<file path="src/hw/rtl/crd_pkg.sv">
// Shared types, constants and single-precision helper functions for the ray direction block.
`timescale 1ns / 1ps

package crd_pkg;

   typedef logic [31:0] fp32_type;

   typedef struct packed {
      logic [23:0]        man;
      logic signed [9:0]  ex;
   } fp_unpack_type;

   localparam fp32_type FP_QNAN    = 32'h7FC0_0000;
   localparam fp32_type FP_ONE     = 32'h3F80_0000;
   localparam fp32_type FP_TWO     = 32'h4000_0000;
   localparam fp32_type FP_NEG_ONE = 32'hBF80_0000;

   localparam int CSR_COUNT = 6;
   localparam int CSR_IDX_W = $clog2(CSR_COUNT);

   localparam logic [CSR_IDX_W-1:0] CSR_ROW0_COLS01 = CSR_IDX_W'(0);
   localparam logic [CSR_IDX_W-1:0] CSR_ROW1_COLS01 = CSR_IDX_W'(1);
   localparam logic [CSR_IDX_W-1:0] CSR_ROW2_COLS01 = CSR_IDX_W'(2);
   localparam logic [CSR_IDX_W-1:0] CSR_ROW3_COLS01 = CSR_IDX_W'(3);
   localparam logic [CSR_IDX_W-1:0] CSR_ROWS01_COL3 = CSR_IDX_W'(4);
   localparam logic [CSR_IDX_W-1:0] CSR_ROWS23_COL3 = CSR_IDX_W'(5);

   localparam logic [63:0] CSR_RESET [CSR_COUNT] = '{
      64'h0000_0000_3F80_0000,
      64'h3F80_0000_0000_0000,
      64'h0000_0000_0000_0000,
      64'h0000_0000_0000_0000,
      64'h0000_0000_0000_0000,
      64'h3F80_0000_0000_0000
   };

   localparam int DIV_STEPS  = 27;
   localparam int SQRT_STEPS = 26;
   localparam int DIV_LAT    = DIV_STEPS + 2;
   localparam int SQRT_LAT   = SQRT_STEPS + 2;
   localparam int FRONT_LAT  = 5;
   localparam int DOT_LAT    = 3;
   localparam int PIPE_DEPTH = FRONT_LAT + DIV_LAT + DOT_LAT + SQRT_LAT + DIV_LAT + 1;
   localparam int TAIL_LAT   = SQRT_LAT + DIV_LAT;

   function automatic logic signed [11:0] sx12(logic signed [9:0] v);
      return {{2{v[9]}}, v};
   endfunction

   function automatic logic fp_is_nan(fp32_type a);
      return (a[30:23] == 8'hFF) && (a[22:0] != 23'd0);
   endfunction

   function automatic logic fp_is_inf(fp32_type a);
      return (a[30:23] == 8'hFF) && (a[22:0] == 23'd0);
   endfunction

   function automatic logic fp_is_zero(fp32_type a);
      return a[30:0] == 31'd0;
   endfunction

   // Returns a nonzero finite value as a 24-bit mantissa with its leading one at bit 23.
   function automatic fp_unpack_type fp_unpack(fp32_type a);
      fp_unpack_type u;
      logic [23:0]   m;
      logic [4:0]    lz;
      lz = 5'd0;
      if (a[30:23] == 8'd0) begin
         m = {1'b0, a[22:0]};
         for (int i = 0; i < 24; i++) begin
            if (m[i]) begin
               lz = 5'(23 - i);
            end
         end
         u.man = m << lz;
         u.ex  = -10'sd126 - $signed({5'd0, lz});
      end else begin
         u.man = {1'b1, a[22:0]};
         u.ex  = $signed({2'b00, a[30:23]}) - 10'sd127;
      end
      return u;
   endfunction

   // Rounds man * 2^ex to nearest even; man has its leading one at bit 47 or 46.
   function automatic fp32_type fp_round(logic sgn, logic signed [11:0] ex,
                                         logic [47:0] man, logic sticky);
      logic [47:0]        m;
      logic [47:0]        ms;
      logic signed [11:0] e;
      logic signed [11:0] be;
      logic signed [11:0] d;
      logic [5:0]         sh;
      logic               st;
      logic               g;
      logic               lsb;
      logic               up;
      logic [30:0]        mag;
      m  = man;
      e  = ex;
      st = sticky;
      if (!m[47]) begin
         m = m << 1;
         e = e - 12'sd1;
      end
      be = e + 12'sd174;
      if (be >= 12'sd255) begin
         return {sgn, 8'hFF, 23'd0};
      end
      if (be >= 12'sd1) begin
         g   = m[23];
         st  = st | (|m[22:0]);
         lsb = m[24];
         mag = {be[7:0], m[46:24]};
      end else begin
         d   = 12'sd1 - be;
         sh  = (d > 12'sd26) ? 6'd26 : d[5:0];
         ms  = m >> sh;
         st  = st | ((ms << sh) != m);
         g   = ms[23];
         st  = st | (|ms[22:0]);
         lsb = ms[24];
         mag = {8'd0, ms[46:24]};
      end
      up = g & (st | lsb);
      return {sgn, mag + 31'(up)};
   endfunction

   function automatic fp32_type fp_mul(fp32_type a, fp32_type b);
      fp_unpack_type ua;
      fp_unpack_type ub;
      logic [47:0]   p;
      logic          s;
      s = a[31] ^ b[31];
      if (fp_is_nan(a) || fp_is_nan(b)) begin
         return FP_QNAN;
      end
      if ((fp_is_inf(a) && fp_is_zero(b)) || (fp_is_zero(a) && fp_is_inf(b))) begin
         return FP_QNAN;
      end
      if (fp_is_inf(a) || fp_is_inf(b)) begin
         return {s, 8'hFF, 23'd0};
      end
      if (fp_is_zero(a) || fp_is_zero(b)) begin
         return {s, 31'd0};
      end
      ua = fp_unpack(a);
      ub = fp_unpack(b);
      p  = ua.man * ub.man;
      return fp_round(s, sx12(ua.ex) + sx12(ub.ex) - 12'sd46, p, 1'b0);
   endfunction

   function automatic fp32_type fp_add(fp32_type a, fp32_type b);
      fp_unpack_type      ua;
      fp_unpack_type      ub;
      fp_unpack_type      big;
      fp_unpack_type      sml;
      logic               swap;
      logic               sgn;
      logic signed [9:0]  d;
      logic [52:0]        x;
      logic [52:0]        y;
      logic [52:0]        y0;
      logic [52:0]        r;
      logic [5:0]         p;
      logic [5:0]         sh;
      logic [47:0]        m;
      logic               st;
      if (fp_is_nan(a) || fp_is_nan(b)) begin
         return FP_QNAN;
      end
      if (fp_is_inf(a) && fp_is_inf(b) && (a[31] != b[31])) begin
         return FP_QNAN;
      end
      if (fp_is_inf(a)) begin
         return a;
      end
      if (fp_is_inf(b)) begin
         return b;
      end
      if (fp_is_zero(a) && fp_is_zero(b)) begin
         return {a[31] & b[31], 31'd0};
      end
      if (fp_is_zero(a)) begin
         return b;
      end
      if (fp_is_zero(b)) begin
         return a;
      end
      ua   = fp_unpack(a);
      ub   = fp_unpack(b);
      swap = (ub.ex > ua.ex) || ((ub.ex == ua.ex) && (ub.man > ua.man));
      big  = swap ? ub : ua;
      sml  = swap ? ua : ub;
      sgn  = swap ? b[31] : a[31];
      d    = big.ex - sml.ex;
      x    = {1'b0, big.man, 28'd0};
      y0   = {1'b0, sml.man, 28'd0};
      if (d > 10'sd28) begin
         y = 53'd1;
      end else begin
         y = y0 >> d[4:0];
      end
      r = (a[31] ^ b[31]) ? (x - y) : (x + y);
      if (r == 53'd0) begin
         return 32'd0;
      end
      p = 6'd0;
      for (int i = 0; i < 53; i++) begin
         if (r[i]) begin
            p = 6'(i);
         end
      end
      if (p >= 6'd47) begin
         sh = p - 6'd47;
         m  = 48'(r >> sh);
         st = ((r >> sh) << sh) != r;
      end else begin
         sh = 6'd47 - p;
         m  = 48'(r) << sh;
         st = 1'b0;
      end
      return fp_round(sgn, sx12(big.ex) + $signed({6'd0, p}) - 12'sd98, m, st);
   endfunction

endpackage

</file>
<file path="src/hw/rtl/crd_fsqrt.sv">
// Pipelined single-precision square root, one root bit per stage.
`timescale 1ns / 1ps

module crd_fsqrt (
   input  logic              clock,
   input  logic              adv,
   input  crd_pkg::fp32_type rad,
   output crd_pkg::fp32_type root
);
   import crd_pkg::*;

   typedef struct packed {
      logic               spec;
      fp32_type           spec_val;
      logic signed [11:0] ex;
   } sqrt_ctl_type;

   sqrt_ctl_type  ctl_ff  [SQRT_STEPS+1];
   logic [51:0]   bits_ff [SQRT_STEPS+1];
   logic [27:0]   rem_ff  [SQRT_STEPS+1];
   logic [25:0]   q_ff    [SQRT_STEPS+1];
   fp32_type      root_ff;

   sqrt_ctl_type  ctl_in;
   fp_unpack_type ur;
   logic [24:0]   m25;
   logic signed [11:0] k;
   logic [51:0]   bits_in [SQRT_STEPS+1];
   logic [27:0]   rem_in  [SQRT_STEPS+1];
   logic [25:0]   q_in    [SQRT_STEPS+1];

   always_comb begin
      ur = fp_unpack(rad);
      k  = sx12(ur.ex) - 12'sd23;
      if (k[0]) begin
         m25 = {ur.man, 1'b0};
         k   = k - 12'sd1;
      end else begin
         m25 = {1'b0, ur.man};
      end
      ctl_in.ex       = ((k - 12'sd26) >>> 1) - 12'sd22;
      ctl_in.spec     = 1'b1;
      ctl_in.spec_val = FP_QNAN;
      if (rad[30:23] == 8'hFF) begin
         if (!(fp_is_nan(rad) || rad[31])) begin
            ctl_in.spec_val = rad;
         end
      end else if (fp_is_zero(rad)) begin
         ctl_in.spec_val = rad;
      end else if (rad[31]) begin
         ctl_in.spec_val = FP_QNAN;
      end else begin
         ctl_in.spec = 1'b0;
      end
   end

   always_comb begin
      logic [27:0] cur;
      logic [27:0] trial;
      bits_in[0] = {1'b0, m25, 26'd0};
      rem_in[0]  = 28'd0;
      q_in[0]    = 26'd0;
      for (int s = 1; s <= SQRT_STEPS; s++) begin
         cur          = {rem_ff[s-1][25:0], bits_ff[s-1][51:50]};
         trial        = {q_ff[s-1], 2'b01};
         bits_in[s]   = {bits_ff[s-1][49:0], 2'b00};
         if (cur >= trial) begin
            rem_in[s] = cur - trial;
            q_in[s]   = {q_ff[s-1][24:0], 1'b1};
         end else begin
            rem_in[s] = cur;
            q_in[s]   = {q_ff[s-1][24:0], 1'b0};
         end
      end
   end

   always_ff @(posedge clock) begin
      if (adv) begin
         ctl_ff[0] <= ctl_in;
         for (int s = 0; s <= SQRT_STEPS; s++) begin
            bits_ff[s] <= bits_in[s];
            rem_ff[s]  <= rem_in[s];
            q_ff[s]    <= q_in[s];
         end
         for (int s = 1; s <= SQRT_STEPS; s++) begin
            ctl_ff[s] <= ctl_ff[s-1];
         end
         if (ctl_ff[SQRT_STEPS].spec) begin
            root_ff <= ctl_ff[SQRT_STEPS].spec_val;
         end else begin
            root_ff <= fp_round(1'b0, ctl_ff[SQRT_STEPS].ex, {q_ff[SQRT_STEPS], 22'd0},
                                rem_ff[SQRT_STEPS] != 28'd0);
         end
      end
   end

   assign root = root_ff;

endmodule

</file>
<file path="config.mk">
export PLATFORM = sky130hd
export DESIGN_NAME = crd_fsqrt
export DESIGN_NICKNAME = d
export VERILOG_FILES = /design/src/hw/rtl/crd_pkg.sv /design/src/hw/rtl/crd_fsqrt.sv
export SDC_FILE = /design/constraint.sdc
export NUM_CORES = 2
export LEC_CHECK = 0
export BUFFER_PORTS_ARGS = -buffer_cell sky130_fd_sc_hd__buf_4
export CAP_MARGIN = 20
export CORE_ASPECT_RATIO = 1.2
export CORE_MARGIN = 5
export CORE_UTILIZATION = 45
export CTS_BUF_LIST = sky130_fd_sc_hd__clkbuf_2 sky130_fd_sc_hd__clkbuf_4 sky130_fd_sc_hd__clkbuf_8
export DETAILED_ROUTE_END_ITERATION = 8
export GPL_TIMING_DRIVEN = 0
export PLACE_DENSITY_LB_ADDON = 0.05
export RECOVER_POWER = 50
export SYNTH_ARGS = -nofsm -noshare
export SYNTH_HDL_FRONTEND = slang
export SYNTH_SLANG_ARGS = --single-unit
</file>
<file path="constraint.sdc">
create_clock -name clock -period 14.4 [get_ports clock]
set_clock_uncertainty 0.05 [all_clocks]
set_input_delay 1.44 -clock clock [delete_from_list [all_inputs] [get_ports clock]]
set_output_delay 1.44 -clock clock [all_outputs]
set_load 0.01 [all_outputs]
</file>
==> run_results.csv <==
group,metric,value,unit
placed_design,port_buffers,65,
logic_synthesis,synthCells,7735,
timing,tightestPinTransition,8290,ps
power,irDropWorstVdd,0.000110,V
cells_and_area,final_common_cell,"edfxtp_1",
critical_path,cp-start-kind,"flip-flop",
power,swShare,0.281,
placed_design,place_inst,11033,
die,start_util,0.452,
timing,fmax,76.6,MHz
run_status,outcome,"finished with violations",
critical_path,path_common_cell,"buf_2",
timing,rsz0062_at_grt,"false",
global_route,gr-usage-all-layers,0.214,
critical_path,crit_path_max_fanout,11,
logic_synthesis,ys_types,121,
timing,hold_viol,0,
cells_and_area,fin_area,119000,um2
cells_and_area,final_nets,8678,
global_route,grt_pass1_vias,64428,
power,power_density,150,nW/um2
run_status,violations,"max-capacitance violations, max-slew violations",
global_route,grt_pass1_wl,397000,um
timing,post-route-period-util,0.906,
logic_synthesis,synth_edf_count,2404,
clocking,cts_hold_buf,0,
power,p_comb_frac,0.189,
routing,drt_pass1_iterations,7,
cells_and_area,areaGrowthSynthToFinish,12.0,%
critical_path,worstRegToRegCells,29,
die,die_y,542,um
clocking,cts-root-buf,"clkbuf_8",
timing,drv_slew,494,
logic_synthesis,synth_ff_type,"edfxtp_1",
global_route,grt_start_max_net_pins,199,
timing,final.setup.worst_slack,1350,ps
timing,slew_headroom,-4.53,
min_path,hold_class,"flip-flop to flip-flop",
critical_path,rr_endpoint,"root[0]",
critical_path,crit_type,"flip-flop to flip-flop",
critical_path,cp.arrival,13660,ps
die,core,235000,um2
critical_path,slowest_delay,1060,ps
critical_path,endpoint,"root[0]",
clocking,clk_latency,970,ps
clocking,cts_tree,"built",
critical_path,endpoint_kind,"flip-flop",
clocking,htree_levels,5,
critical_path,reg2reg_from,"q_ff[1][285]",
global_route,antenna_found_initial,10,
routing,viasPerCell,5.41,
cells_and_area,fillers,20179,
logic_synthesis,yosys.area.top_type_share,0.679,
power,intPower,12.8,mW
min_path,hold_start,"ctl_ff[1][328]",
routing,drt-initial-drc-count,4217,
cells_and_area,layout-drive-gt1-share,0.110,
power,pwr-share-clk,0.309,
logic_synthesis,synthesis.area,106000,um2
clocking,cts.sinks,2404,
routing,wire_per_inst,22.8,um
timing,tns,0,ps
die,dieWidth,454,um
power,report.power.total,17.9,mW
logic_synthesis,synth_warnings,0,
power,power.switching,5.03,mW
clocking,cts_resized,0,
logic_synthesis,synth_seq_cells,2404,
die,io_pins,66,
cells_and_area,layout_common_cells,"edfxtp_1 (2404), inv_1 (566), nor2_1 (537)",
die,row_count,195,
timing,setup_viol,0,
placed_design,hpwl,196000,um
routing,vias,63395,
critical_path,startpoint,"q_ff[1][285]",
placed_design,place_congestion,0.975,
clocking,cts.clk_slew.worst_paths,60,ps
clocking,cts_setup_buffers,0,
run,drv_cap,3,
logic_synthesis,synthTopCellsByArea,"edfxtp_1 (68%), ha_1 (4.3%), xnor2_1 (2.9%)",
global_route,grt_overflow_total,0,
logic_synthesis,synth_largest_area_cell,"edfxtp_1",
placed_design,post_dp_cell_area,112000,um2
critical_path,cpMaxStageDelayCell,"o32ai_1",
clocking,clk_path_buf_depth,4,
power,leakage,43.8,nW
critical_path,r2r_slack,1350,ps
critical_path,critPathRequiredTime,15010,ps
routing,ant_nets,0,
placed_design,pre_cts_ws,1310,ps
clocking,numCtsBuffers,378,
timing,fin_crit,13050,ps
logic_synthesis,async_flop_share,0,
routing,wl,267000,um
cells_and_area,post_layout_nonfiller_instances,11710,
die,die_area,246000,um2
logic_synthesis,syn_avg_cell_area,13.7,um2
routing,drc_errors,0,
power,seq_power_share,0.503,
logic_synthesis,ys_seq_area_frac,0.679,
==> state kept, by name, indices dropped and copies added, names as in the netlist <==
signal / cells
bits_ff: 181
ctl_ff: 1215
q_ff: 351
rem_ff: 625
root: 32
==> cells in the mapped netlist (87+ instances only) <==
cell,n
a21o_1,90
a21oi_1,509
clkbuf_1,146
edfxtp_1,2404
ha_1,369
inv_1,566
mux2_2,87
mux2i_1,94
nand2_1,457
nand2b_1,87
nand3_1,104
nor2_1,539
nor3_1,211
o21ai_0,315
o21bai_1,146
xnor2_1,357
xor2_1,199
==> worst min path at each step <==
stage | endpoint | slack (ps) | depth (start not counted)
finish | ctl_ff[1][373] | 300 | 0
global route | ctl_ff[1][192] | 280 | 0
CTS | ctl_ff[1][228] | 270 | 0
detailed placement | bits_ff[0][138] | 350 | 0
global placement | ctl_ff[0][519] | 350 | 0
floorplan | bits_ff[0][128] | 350 | 0
==> routing by layer <==
layer  GRT usage  vias to the layer above  wire length, um
li1            -                    30033                -
met1       0.257                    31217           106000
met2       0.373                     1535           134000
met3      0.0368                      608            12700
met4       0.105                        2            14300
met5           0                        -               13
==> layout make-up <==
| cell class | instances | area, um2 | share of cell area |
|---|---|---|---|
| Timing Repair Buffer | 125 | 1280 | 0.0107 |
| Buffer | 201 | 851 | 0.00715 |
| Clock buffer | 490 | 6060 | 0.0509 |
| Inverter | 567 | 2130 | 0.0179 |
| Clock inverter | 179 | 1190 | 0.0100 |
| Tap cell | 3152 | 3940 | 0.0332 |
| Sequential cell | 2404 | 72200 | 0.607 |
| Multi-Input combinational cell | 4585 | 31300 | 0.263 |
| Antenna cell | 7 | 17.5 | 0.000147 |
==> kinds of logic after synthesis <==
family                     after synthesis  synth area share
adders and majority gates              382            0.0459
and+or+nand+nor                       1816            0.0827
muxes                                  185            0.0187
DFF                                   2404             0.679
other                                    1         0.0000353
AOI/OAI and AO/OA                     1619            0.0988
xor gates and xnor gates               560            0.0466
buffers and inverters                  768            0.0280
==> through the flow <==
stage / utilization / hold WS [ps]
global route: 0.506 / 284
floorplan: - / 350
global placement: 0.471 / 350
finish: 0.506 / 303
detailed placement: 0.475 / 355
CTS: 0.506 / 273
==> worst max-delay path: cells and delay by family (launching register included) <==
kind                       cells  cell delay, ps
DFF                            1             370
and+or+nand+nor                3             880
AOI/OAI and AO/OA             11            4430
muxes                          2             550
adders and majority gates      1             320
xor gates and xnor gates       3            1830
buffers and inverters          9            4330
==> power groups by stage <==
stage,combinational (mW),clock [mW],sequential (mW)
3_3_place_gp,3.23,0,9.37
4_1_cts,3.34,5.77,8.98
3_5_place_dp,3.32,0,9.12
2_1_floorplan,2.16,0,8.97
6_report,3.37,5.52,8.98
5_1_grt,3.64,6.09,9.05
Note: power is estimated with default switching activity, not from simulation.
