`src/hw/rtl/crd_pkg.sv`:
```
// Shared types, constants and single-precision helper functions for the ray direction block.
`timescale 1ns / 1ps

package crd_pkg;

   typedef logic [31:0] fp32_type;

   typedef struct packed {
      logic [23:0]        man;
      logic signed [9:0]  ex;
   } fp_unpack_type;

   localparam fp32_type FP_QNAN    = 32'h7FC0_0000;
   localparam fp32_type FP_ONE     = 32'h3F80_0000;
   localparam fp32_type FP_TWO     = 32'h4000_0000;
   localparam fp32_type FP_NEG_ONE = 32'hBF80_0000;

   localparam int CSR_COUNT = 6;
   localparam int CSR_IDX_W = $clog2(CSR_COUNT);

   localparam logic [CSR_IDX_W-1:0] CSR_ROW0_COLS01 = CSR_IDX_W'(0);
   localparam logic [CSR_IDX_W-1:0] CSR_ROW1_COLS01 = CSR_IDX_W'(1);
   localparam logic [CSR_IDX_W-1:0] CSR_ROW2_COLS01 = CSR_IDX_W'(2);
   localparam logic [CSR_IDX_W-1:0] CSR_ROW3_COLS01 = CSR_IDX_W'(3);
   localparam logic [CSR_IDX_W-1:0] CSR_ROWS01_COL3 = CSR_IDX_W'(4);
   localparam logic [CSR_IDX_W-1:0] CSR_ROWS23_COL3 = CSR_IDX_W'(5);

   localparam logic [63:0] CSR_RESET [CSR_COUNT] = '{
      64'h0000_0000_3F80_0000,
      64'h3F80_0000_0000_0000,
      64'h0000_0000_0000_0000,
      64'h0000_0000_0000_0000,
      64'h0000_0000_0000_0000,
      64'h3F80_0000_0000_0000
   };

   localparam int DIV_STEPS  = 27;
   localparam int SQRT_STEPS = 26;
   localparam int DIV_LAT    = DIV_STEPS + 2;
   localparam int SQRT_LAT   = SQRT_STEPS + 2;
   localparam int FRONT_LAT  = 5;
   localparam int DOT_LAT    = 3;
   localparam int PIPE_DEPTH = FRONT_LAT + DIV_LAT + DOT_LAT + SQRT_LAT + DIV_LAT + 1;
   localparam int TAIL_LAT   = SQRT_LAT + DIV_LAT;

   function automatic logic signed [11:0] sx12(logic signed [9:0] v);
      return {{2{v[9]}}, v};
   endfunction

   function automatic logic fp_is_nan(fp32_type a);
      return (a[30:23] == 8'hFF) && (a[22:0] != 23'd0);
   endfunction

   function automatic logic fp_is_inf(fp32_type a);
      return (a[30:23] == 8'hFF) && (a[22:0] == 23'd0);
   endfunction

   function automatic logic fp_is_zero(fp32_type a);
      return a[30:0] == 31'd0;
   endfunction

   // Returns a nonzero finite value as a 24-bit mantissa with its leading one at bit 23.
   function automatic fp_unpack_type fp_unpack(fp32_type a);
      fp_unpack_type u;
      logic [23:0]   m;
      logic [4:0]    lz;
      lz = 5'd0;
      if (a[30:23] == 8'd0) begin
         m = {1'b0, a[22:0]};
         for (int i = 0; i < 24; i++) begin
            if (m[i]) begin
               lz = 5'(23 - i);
            end
         end
         u.man = m << lz;
         u.ex  = -10'sd126 - $signed({5'd0, lz});
      end else begin
         u.man = {1'b1, a[22:0]};
         u.ex  = $signed({2'b00, a[30:23]}) - 10'sd127;
      end
      return u;
   endfunction

   // Rounds man * 2^ex to nearest even; man has its leading one at bit 47 or 46.
   function automatic fp32_type fp_round(logic sgn, logic signed [11:0] ex,
                                         logic [47:0] man, logic sticky);
      logic [47:0]        m;
      logic [47:0]        ms;
      logic signed [11:0] e;
      logic signed [11:0] be;
      logic signed [11:0] d;
      logic [5:0]         sh;
      logic               st;
      logic               g;
      logic               lsb;
      logic               up;
      logic [30:0]        mag;
      m  = man;
      e  = ex;
      st = sticky;
      if (!m[47]) begin
         m = m << 1;
         e = e - 12'sd1;
      end
      be = e + 12'sd174;
      if (be >= 12'sd255) begin
         return {sgn, 8'hFF, 23'd0};
      end
      if (be >= 12'sd1) begin
         g   = m[23];
         st  = st | (|m[22:0]);
         lsb = m[24];
         mag = {be[7:0], m[46:24]};
      end else begin
         d   = 12'sd1 - be;
         sh  = (d > 12'sd26) ? 6'd26 : d[5:0];
         ms  = m >> sh;
         st  = st | ((ms << sh) != m);
         g   = ms[23];
         st  = st | (|ms[22:0]);
         lsb = ms[24];
         mag = {8'd0, ms[46:24]};
      end
      up = g & (st | lsb);
      return {sgn, mag + 31'(up)};
   endfunction

   function automatic fp32_type fp_mul(fp32_type a, fp32_type b);
      fp_unpack_type ua;
      fp_unpack_type ub;
      logic [47:0]   p;
      logic          s;
      s = a[31] ^ b[31];
      if (fp_is_nan(a) || fp_is_nan(b)) begin
         return FP_QNAN;
      end
      if ((fp_is_inf(a) && fp_is_zero(b)) || (fp_is_zero(a) && fp_is_inf(b))) begin
         return FP_QNAN;
      end
      if (fp_is_inf(a) || fp_is_inf(b)) begin
         return {s, 8'hFF, 23'd0};
      end
      if (fp_is_zero(a) || fp_is_zero(b)) begin
         return {s, 31'd0};
      end
      ua = fp_unpack(a);
      ub = fp_unpack(b);
      p  = ua.man * ub.man;
      return fp_round(s, sx12(ua.ex) + sx12(ub.ex) - 12'sd46, p, 1'b0);
   endfunction

   function automatic fp32_type fp_add(fp32_type a, fp32_type b);
      fp_unpack_type      ua;
      fp_unpack_type      ub;
      fp_unpack_type      big;
      fp_unpack_type      sml;
      logic               swap;
      logic               sgn;
      logic signed [9:0]  d;
      logic [52:0]        x;
      logic [52:0]        y;
      logic [52:0]        y0;
      logic [52:0]        r;
      logic [5:0]         p;
      logic [5:0]         sh;
      logic [47:0]        m;
      logic               st;
      if (fp_is_nan(a) || fp_is_nan(b)) begin
         return FP_QNAN;
      end
      if (fp_is_inf(a) && fp_is_inf(b) && (a[31] != b[31])) begin
         return FP_QNAN;
      end
      if (fp_is_inf(a)) begin
         return a;
      end
      if (fp_is_inf(b)) begin
         return b;
      end
      if (fp_is_zero(a) && fp_is_zero(b)) begin
         return {a[31] & b[31], 31'd0};
      end
      if (fp_is_zero(a)) begin
         return b;
      end
      if (fp_is_zero(b)) begin
         return a;
      end
      ua   = fp_unpack(a);
      ub   = fp_unpack(b);
      swap = (ub.ex > ua.ex) || ((ub.ex == ua.ex) && (ub.man > ua.man));
      big  = swap ? ub : ua;
      sml  = swap ? ua : ub;
      sgn  = swap ? b[31] : a[31];
      d    = big.ex - sml.ex;
      x    = {1'b0, big.man, 28'd0};
      y0   = {1'b0, sml.man, 28'd0};
      if (d > 10'sd28) begin
         y = 53'd1;
      end else begin
         y = y0 >> d[4:0];
      end
      r = (a[31] ^ b[31]) ? (x - y) : (x + y);
      if (r == 53'd0) begin
         return 32'd0;
      end
      p = 6'd0;
      for (int i = 0; i < 53; i++) begin
         if (r[i]) begin
            p = 6'(i);
         end
      end
      if (p >= 6'd47) begin
         sh = p - 6'd47;
         m  = 48'(r >> sh);
         st = ((r >> sh) << sh) != r;
      end else begin
         sh = 6'd47 - p;
         m  = 48'(r) << sh;
         st = 1'b0;
      end
      return fp_round(sgn, sx12(big.ex) + $signed({6'd0, p}) - 12'sd98, m, st);
   endfunction

endpackage

```
`src/hw/rtl/crd_fdiv.sv`:
```
// Pipelined single-precision divider, one quotient bit per stage.
`timescale 1ns / 1ps

module crd_fdiv (
   input  logic              clock,
   input  logic              adv,
   input  crd_pkg::fp32_type num,
   input  crd_pkg::fp32_type den,
   output crd_pkg::fp32_type quo
);
   import crd_pkg::*;

   typedef struct packed {
      logic               spec;
      fp32_type           spec_val;
      logic               sgn;
      logic signed [11:0] ex;
      logic [23:0]        dv;
   } div_ctl_type;

   div_ctl_type        ctl_ff [DIV_STEPS+1];
   logic [24:0]        rem_ff [DIV_STEPS+1];
   logic [26:0]        q_ff   [DIV_STEPS+1];
   fp32_type           quo_ff;

   div_ctl_type        ctl_in;
   fp_unpack_type      un;
   fp_unpack_type      ud;
   logic [24:0]        rem_in [DIV_STEPS+1];
   logic [26:0]        q_in   [DIV_STEPS+1];

   always_comb begin
      un = fp_unpack(num);
      ud = fp_unpack(den);
      ctl_in.sgn      = num[31] ^ den[31];
      ctl_in.ex       = sx12(un.ex) - sx12(ud.ex) - 12'sd47;
      ctl_in.dv       = ud.man;
      ctl_in.spec     = 1'b1;
      ctl_in.spec_val = FP_QNAN;
      if (fp_is_zero(den)) begin
         if (!(fp_is_nan(num) || fp_is_zero(num))) begin
            ctl_in.spec_val = {num[31] ^ den[31], 8'hFF, 23'd0};
         end
      end else if (fp_is_nan(num) || fp_is_nan(den)) begin
         ctl_in.spec_val = FP_QNAN;
      end else if (fp_is_inf(num) && fp_is_inf(den)) begin
         ctl_in.spec_val = FP_QNAN;
      end else if (fp_is_inf(num)) begin
         ctl_in.spec_val = {num[31] ^ den[31], 8'hFF, 23'd0};
      end else if (fp_is_inf(den) || fp_is_zero(num)) begin
         ctl_in.spec_val = {num[31] ^ den[31], 31'd0};
      end else begin
         ctl_in.spec = 1'b0;
      end
   end

   always_comb begin
      logic [24:0] diff;
      rem_in[0] = {1'b0, un.man};
      q_in[0]   = 27'd0;
      for (int k = 1; k <= DIV_STEPS; k++) begin
         diff = rem_ff[k-1] - {1'b0, ctl_ff[k-1].dv};
         if (rem_ff[k-1] >= {1'b0, ctl_ff[k-1].dv}) begin
            rem_in[k] = {diff[23:0], 1'b0};
            q_in[k]   = {q_ff[k-1][25:0], 1'b1};
         end else begin
            rem_in[k] = {rem_ff[k-1][23:0], 1'b0};
            q_in[k]   = {q_ff[k-1][25:0], 1'b0};
         end
      end
   end

   always_ff @(posedge clock) begin
      if (adv) begin
         ctl_ff[0] <= ctl_in;
         for (int k = 0; k <= DIV_STEPS; k++) begin
            rem_ff[k] <= rem_in[k];
            q_ff[k]   <= q_in[k];
         end
         for (int k = 1; k <= DIV_STEPS; k++) begin
            ctl_ff[k] <= ctl_ff[k-1];
         end
         if (ctl_ff[DIV_STEPS].spec) begin
            quo_ff <= ctl_ff[DIV_STEPS].spec_val;
         end else begin
            quo_ff <= fp_round(ctl_ff[DIV_STEPS].sgn, ctl_ff[DIV_STEPS].ex,
                               {q_ff[DIV_STEPS], 21'd0}, rem_ff[DIV_STEPS] != 25'd0);
         end
      end
   end

   assign quo = quo_ff;

endmodule

```
`config.mk`:
```
export PLATFORM = sky130hd
export DESIGN_NAME = crd_fdiv
export DESIGN_NICKNAME = d
export VERILOG_FILES = /design/src/hw/rtl/crd_pkg.sv /design/src/hw/rtl/crd_fdiv.sv
export SDC_FILE = /design/constraint.sdc
export NUM_CORES = 2
export LEC_CHECK = 0
export BUFFER_PORTS_ARGS = -buffer_cell sky130_fd_sc_hd__buf_4
export CAP_MARGIN = 0
export CORE_AREA = 4 4 620 622
export DETAILED_ROUTE_END_ITERATION = 10
export DIE_AREA = 0 0 624 626
export PLACE_DENSITY = 0.47
export SLEW_MARGIN = 10
export SYNTH_ARGS = -nofsm -noshare
export SYNTH_HDL_FRONTEND = slang
export SYNTH_SLANG_ARGS = --single-unit
export TNS_END_PERCENT = 50
```
`constraint.sdc`:
```
create_clock -name clock -period 22 [get_ports clock]
set_input_delay 4.4 -clock clock [delete_from_list [all_inputs] [get_ports clock]]
set_output_delay 4.4 -clock clock [all_outputs]
set_load 0.005 [all_outputs]
```
==> impl_metrics.toml <==
[synth]
yosysWarnings = 0
yosysSeqAreaShare_pct = 58.4
syn_area_per_cell_um2 = 11.5
synth_nets = 10600
ys_types = 101
ys_ff_latch = 2206
syn-cell-area_um2 = 113000
synth_ff_type = "edfxtp_1"
ys_async_sr_fraction_pct = 0
synth_edf_count = 2206
netlist_instances = 9853

[timing]
rsz0062_at_grt = "no"
clock_skew_ps = 58.6
tightestPinTransition_ps = 1260
final.min_clock_period_ps = 11280
fin_crit_sh_pct = 51.3
setup_viol_count_final = 0
slew_headroom_pct = 13.4
drv_slew = 0
finalHoldViolCount = 0
timing.fmax_mhz = 88.6
tns_ps = 0

[power_and_ir_drop]
switching_share_pct = 34.9
vdd_drop_max_uv = 67.4
power.total_mw = 16.5
powerDensity_nw_per_um2 = 128
p_int_mw = 10.8
share_comb_of_total_power_pct = 35.8
leakagePower_nw = 49.9
p_clk_share_pct = 25.5
switchingPower_mw = 5.77
seqPwrFrac_pct = 38.7

[worst_setup_path]
reg2reg_slack_ps = 10720
timing.rr.end = "quo[28]$_DFFE_PP_"
required_ps = 22540
r2r_cells = 26
endpoint_kind = "flop"
critPathArrivalTime_ps = 11820
crit_type = "flop to flop"
path_max_fanout = 42
r2r-start = "q_ff[1][323]$_DFFE_PP_"
cp-start-kind = "flop"

[final_layout]
syn2layout_area_growth_pct = 13.8
final_util_pct = 34.1
drive_above_1_share_pct = 7.69
nNetsFinal = 10800
fin_area_um2 = 129000

[place]
dpl_cell_area_um2 = 121000
gp_congestion = 0.881
dp_hpwl_um = 235000
portBuffers = 97

[drt]
firstDrtPassIters = 6
ant_nets = 0
via_count = 75100
post-route-drc-count = 0
wl_per_cell_um = 20.6
first_iter_violations = 5206
via_per_inst = 4.92
drt_wl_total_um = 316000

[die]
die-area_um2 = 391000
initial_core_util_pct = 30.0
die_width_um = 624
io_pins = 98
core_area_um2 = 378000
row_count = 226
dieHeight_um = 626

[hold_path]
hp-start = "q_ff[1][288]$_DFFE_PP_"
hp-class = "flop to flop"
min_to = "q_ff[1][316]$_DFFE_PP_"
hold_depth = 0

[global_route]
use_met2_pct = 27.9
track_usage_pct = 15.7
grt.busiest_layer = "met2"
grt_pass1_vias = 75800
grt_first_pass_wirelength_um = 474000
use_met3_pct = 1.77
grt_max_degree = 174
antenna_found_initial = 10
grt_overflow_total = 0
met1_usage_pct = 19.7

[cts]
cts_resized = 0
post-cts-setup-buffers = 0
cts_hold_buf = 0
htree_levels = 5
clk_pin_slew_ps = 80
ctsRootBufferMaster = "clkbuf_16"
numCtsBuffers = 262
cts_tree = "built"
clockBufferDepth = 4
clock_sinks = 2206
clock_latency_ps = 860

[run_status]
outcome = "finished clean"

[run]
maxCapViolCount = 0
## cells in the final DEF, fill, tap and decap left out, types with 157 or more instances in the layout
| cell | Yosys | routed |
|---|---|---|
| nand2_1 | 901 | 900 |
| inv_1 | 1073 | 1073 |
| nor3_1 | 157 | 157 |
| a21boi_0 | 206 | 206 |
| buf_4 | 5 | 215 |
| nor2_1 | 701 | 690 |
| a21oi_1 | 609 | 605 |
| o31ai_1 | 161 | 161 |
| a21o_1 | 191 | 191 |
| xnor2_1 | 328 | 327 |
| edfxtp_1 | 2206 | 2206 |
| clkbuf_16 | 0 | 268 |
| ha_1 | 681 | 681 |
| o21ai_0 | 711 | 711 |
## registers in the layout, summed over array words and instances (netlist names)
signal,cells
ctl_ff,1124
rem_ff,672
q_ff,378
quo,32
## cell usage after synthesis, types with 28 or more instances
library cell	number	area share (%)
a211oi_1	61	0.40
a21boi_0	206	1.4
a21o_1	191	1.3
a21oi_1	609	2.7
a221oi_1	49	0.38
a31oi_1	53	0.29
and2_1	41	0.23
and3_1	60	0.33
clkbuf_1	222	0.73
edfxtp_1	2206	58
fa_1	28	0.49
ha_1	681	7.5
inv_1	1073	3.6
mux2_2	95	0.94
mux2i_1	113	1.0
nand2_1	901	3.0
nand2b_1	101	0.56
nand3_1	113	0.50
nand4_1	135	0.74
nor2_1	701	2.3
nor2b_1	86	0.47
nor3_1	157	0.69
nor4_1	43	0.24
o211ai_1	53	0.35
o21ai_0	711	3.1
o21ai_1	30	0.13
o21bai_1	37	0.24
o22ai_1	48	0.26
o31ai_1	161	1.1
or3_1	36	0.20
xnor2_1	328	2.5
xor2_1	149	1.2
## final cells by class
type                    instances  area [µm²]
fillers                     37200      249000
flip-flops and latches       2206       66200
multi-input cells            6308       42400
clock buffers                 310        6860
well taps                    5016        6280
inverters                    1073        4030
repair buffers                219        1700
clock inverters               144        1450
diodes                          8        20.0
## per-stage QoR
stage	hold slack, ps	setup WS (ps)	instances
finish	378	10720	15300
global route	380	10200	15300
CTS	373	10880	15300
detailed placement	405	10920	14800
global placement	401	11030	14800
floorplan	400	12900	9853
## logic make-up (layout without fill, tap and decap cells)
family                   count (synthesis)  in the layout  synth area share, %
XOR/XNOR                               479            479                 3.71
multiplexers                           208            208                 1.94
AO/OA/AOI/OAI                         2446           2446                 13.5
buffers and inverters                 1339           1746                 4.50
other                                    0              8                    0
adder cells (fa/ha/maj)                709            709                 8.01
AND/OR/NAND/NOR                       2466           2466                 9.95
flip-flops                            2206           2206                 58.4
## how the worst max path moves through the flow
stage                                 startpoint                 endpoint  slack [ps]  depth (start not counted)
after global placement    q_ff[1][323]$_DFFE_PP_     quo[0]$_SDFFCE_PP0P_       11030                         27
final                     q_ff[1][323]$_DFFE_PP_        quo[28]$_DFFE_PP_       10720                         26
after global routing      q_ff[1][323]$_DFFE_PP_        quo[28]$_DFFE_PP_       10200                         26
after CTS                 q_ff[1][323]$_DFFE_PP_        quo[28]$_DFFE_PP_       10880                         26
after floorplan                           den[0]  ctl_ff[0][35]$_DFFE_PP_       12900                         27
after detailed placement  q_ff[1][323]$_DFFE_PP_        quo[28]$_DFFE_PP_       10920                         26
## critical path, cell delays in order (launching register included)
cell and delay, ps:
edfxtp_1 670, buf_4 440, nor4_1 790, nand2_1 280, nand2_1 170, inv_1 120, ha_1 250, a31oi_1 480
xnor2_2 390, xnor2_1 860, a221o_1 730, a31o_2 200, buf_4 440, nand2_1 690, o211ai_2 490, mux2i_1 470
o22ai_1 600, o31ai_1 190, mux2i_1 170, ha_1 200, o311ai_1 260, or4_4 650, or4_4 580, or3_4 390
nor4_4 160, xnor2_1 170, a21oi_1 90
## layer usage
metal	up-vias	routed length, µm	part of all wire, %
met5	-	13	0.0041
met3	503	11000	3.5
li1	36400	-	-
met1	36700	137000	43
met2	1559	156000	49
met4	2	11800	3.7
## power groups by stage
| stage | sequential [mW] | combinational, mW | clock [mW] |
|---|---|---|---|
| 6_report | 6.39 | 5.93 | 4.22 |
| 5_1_grt | 6.48 | 6.66 | 4.55 |
| 4_1_cts | 6.42 | 5.94 | 4.39 |
| 3_5_place_dp | 6.49 | 5.90 | 0 |
| 3_3_place_gp | 6.48 | 5.79 | 0 |
| 2_1_floorplan | 6.22 | 4.35 | 0 |
Power figures use the tool's default switching activity.
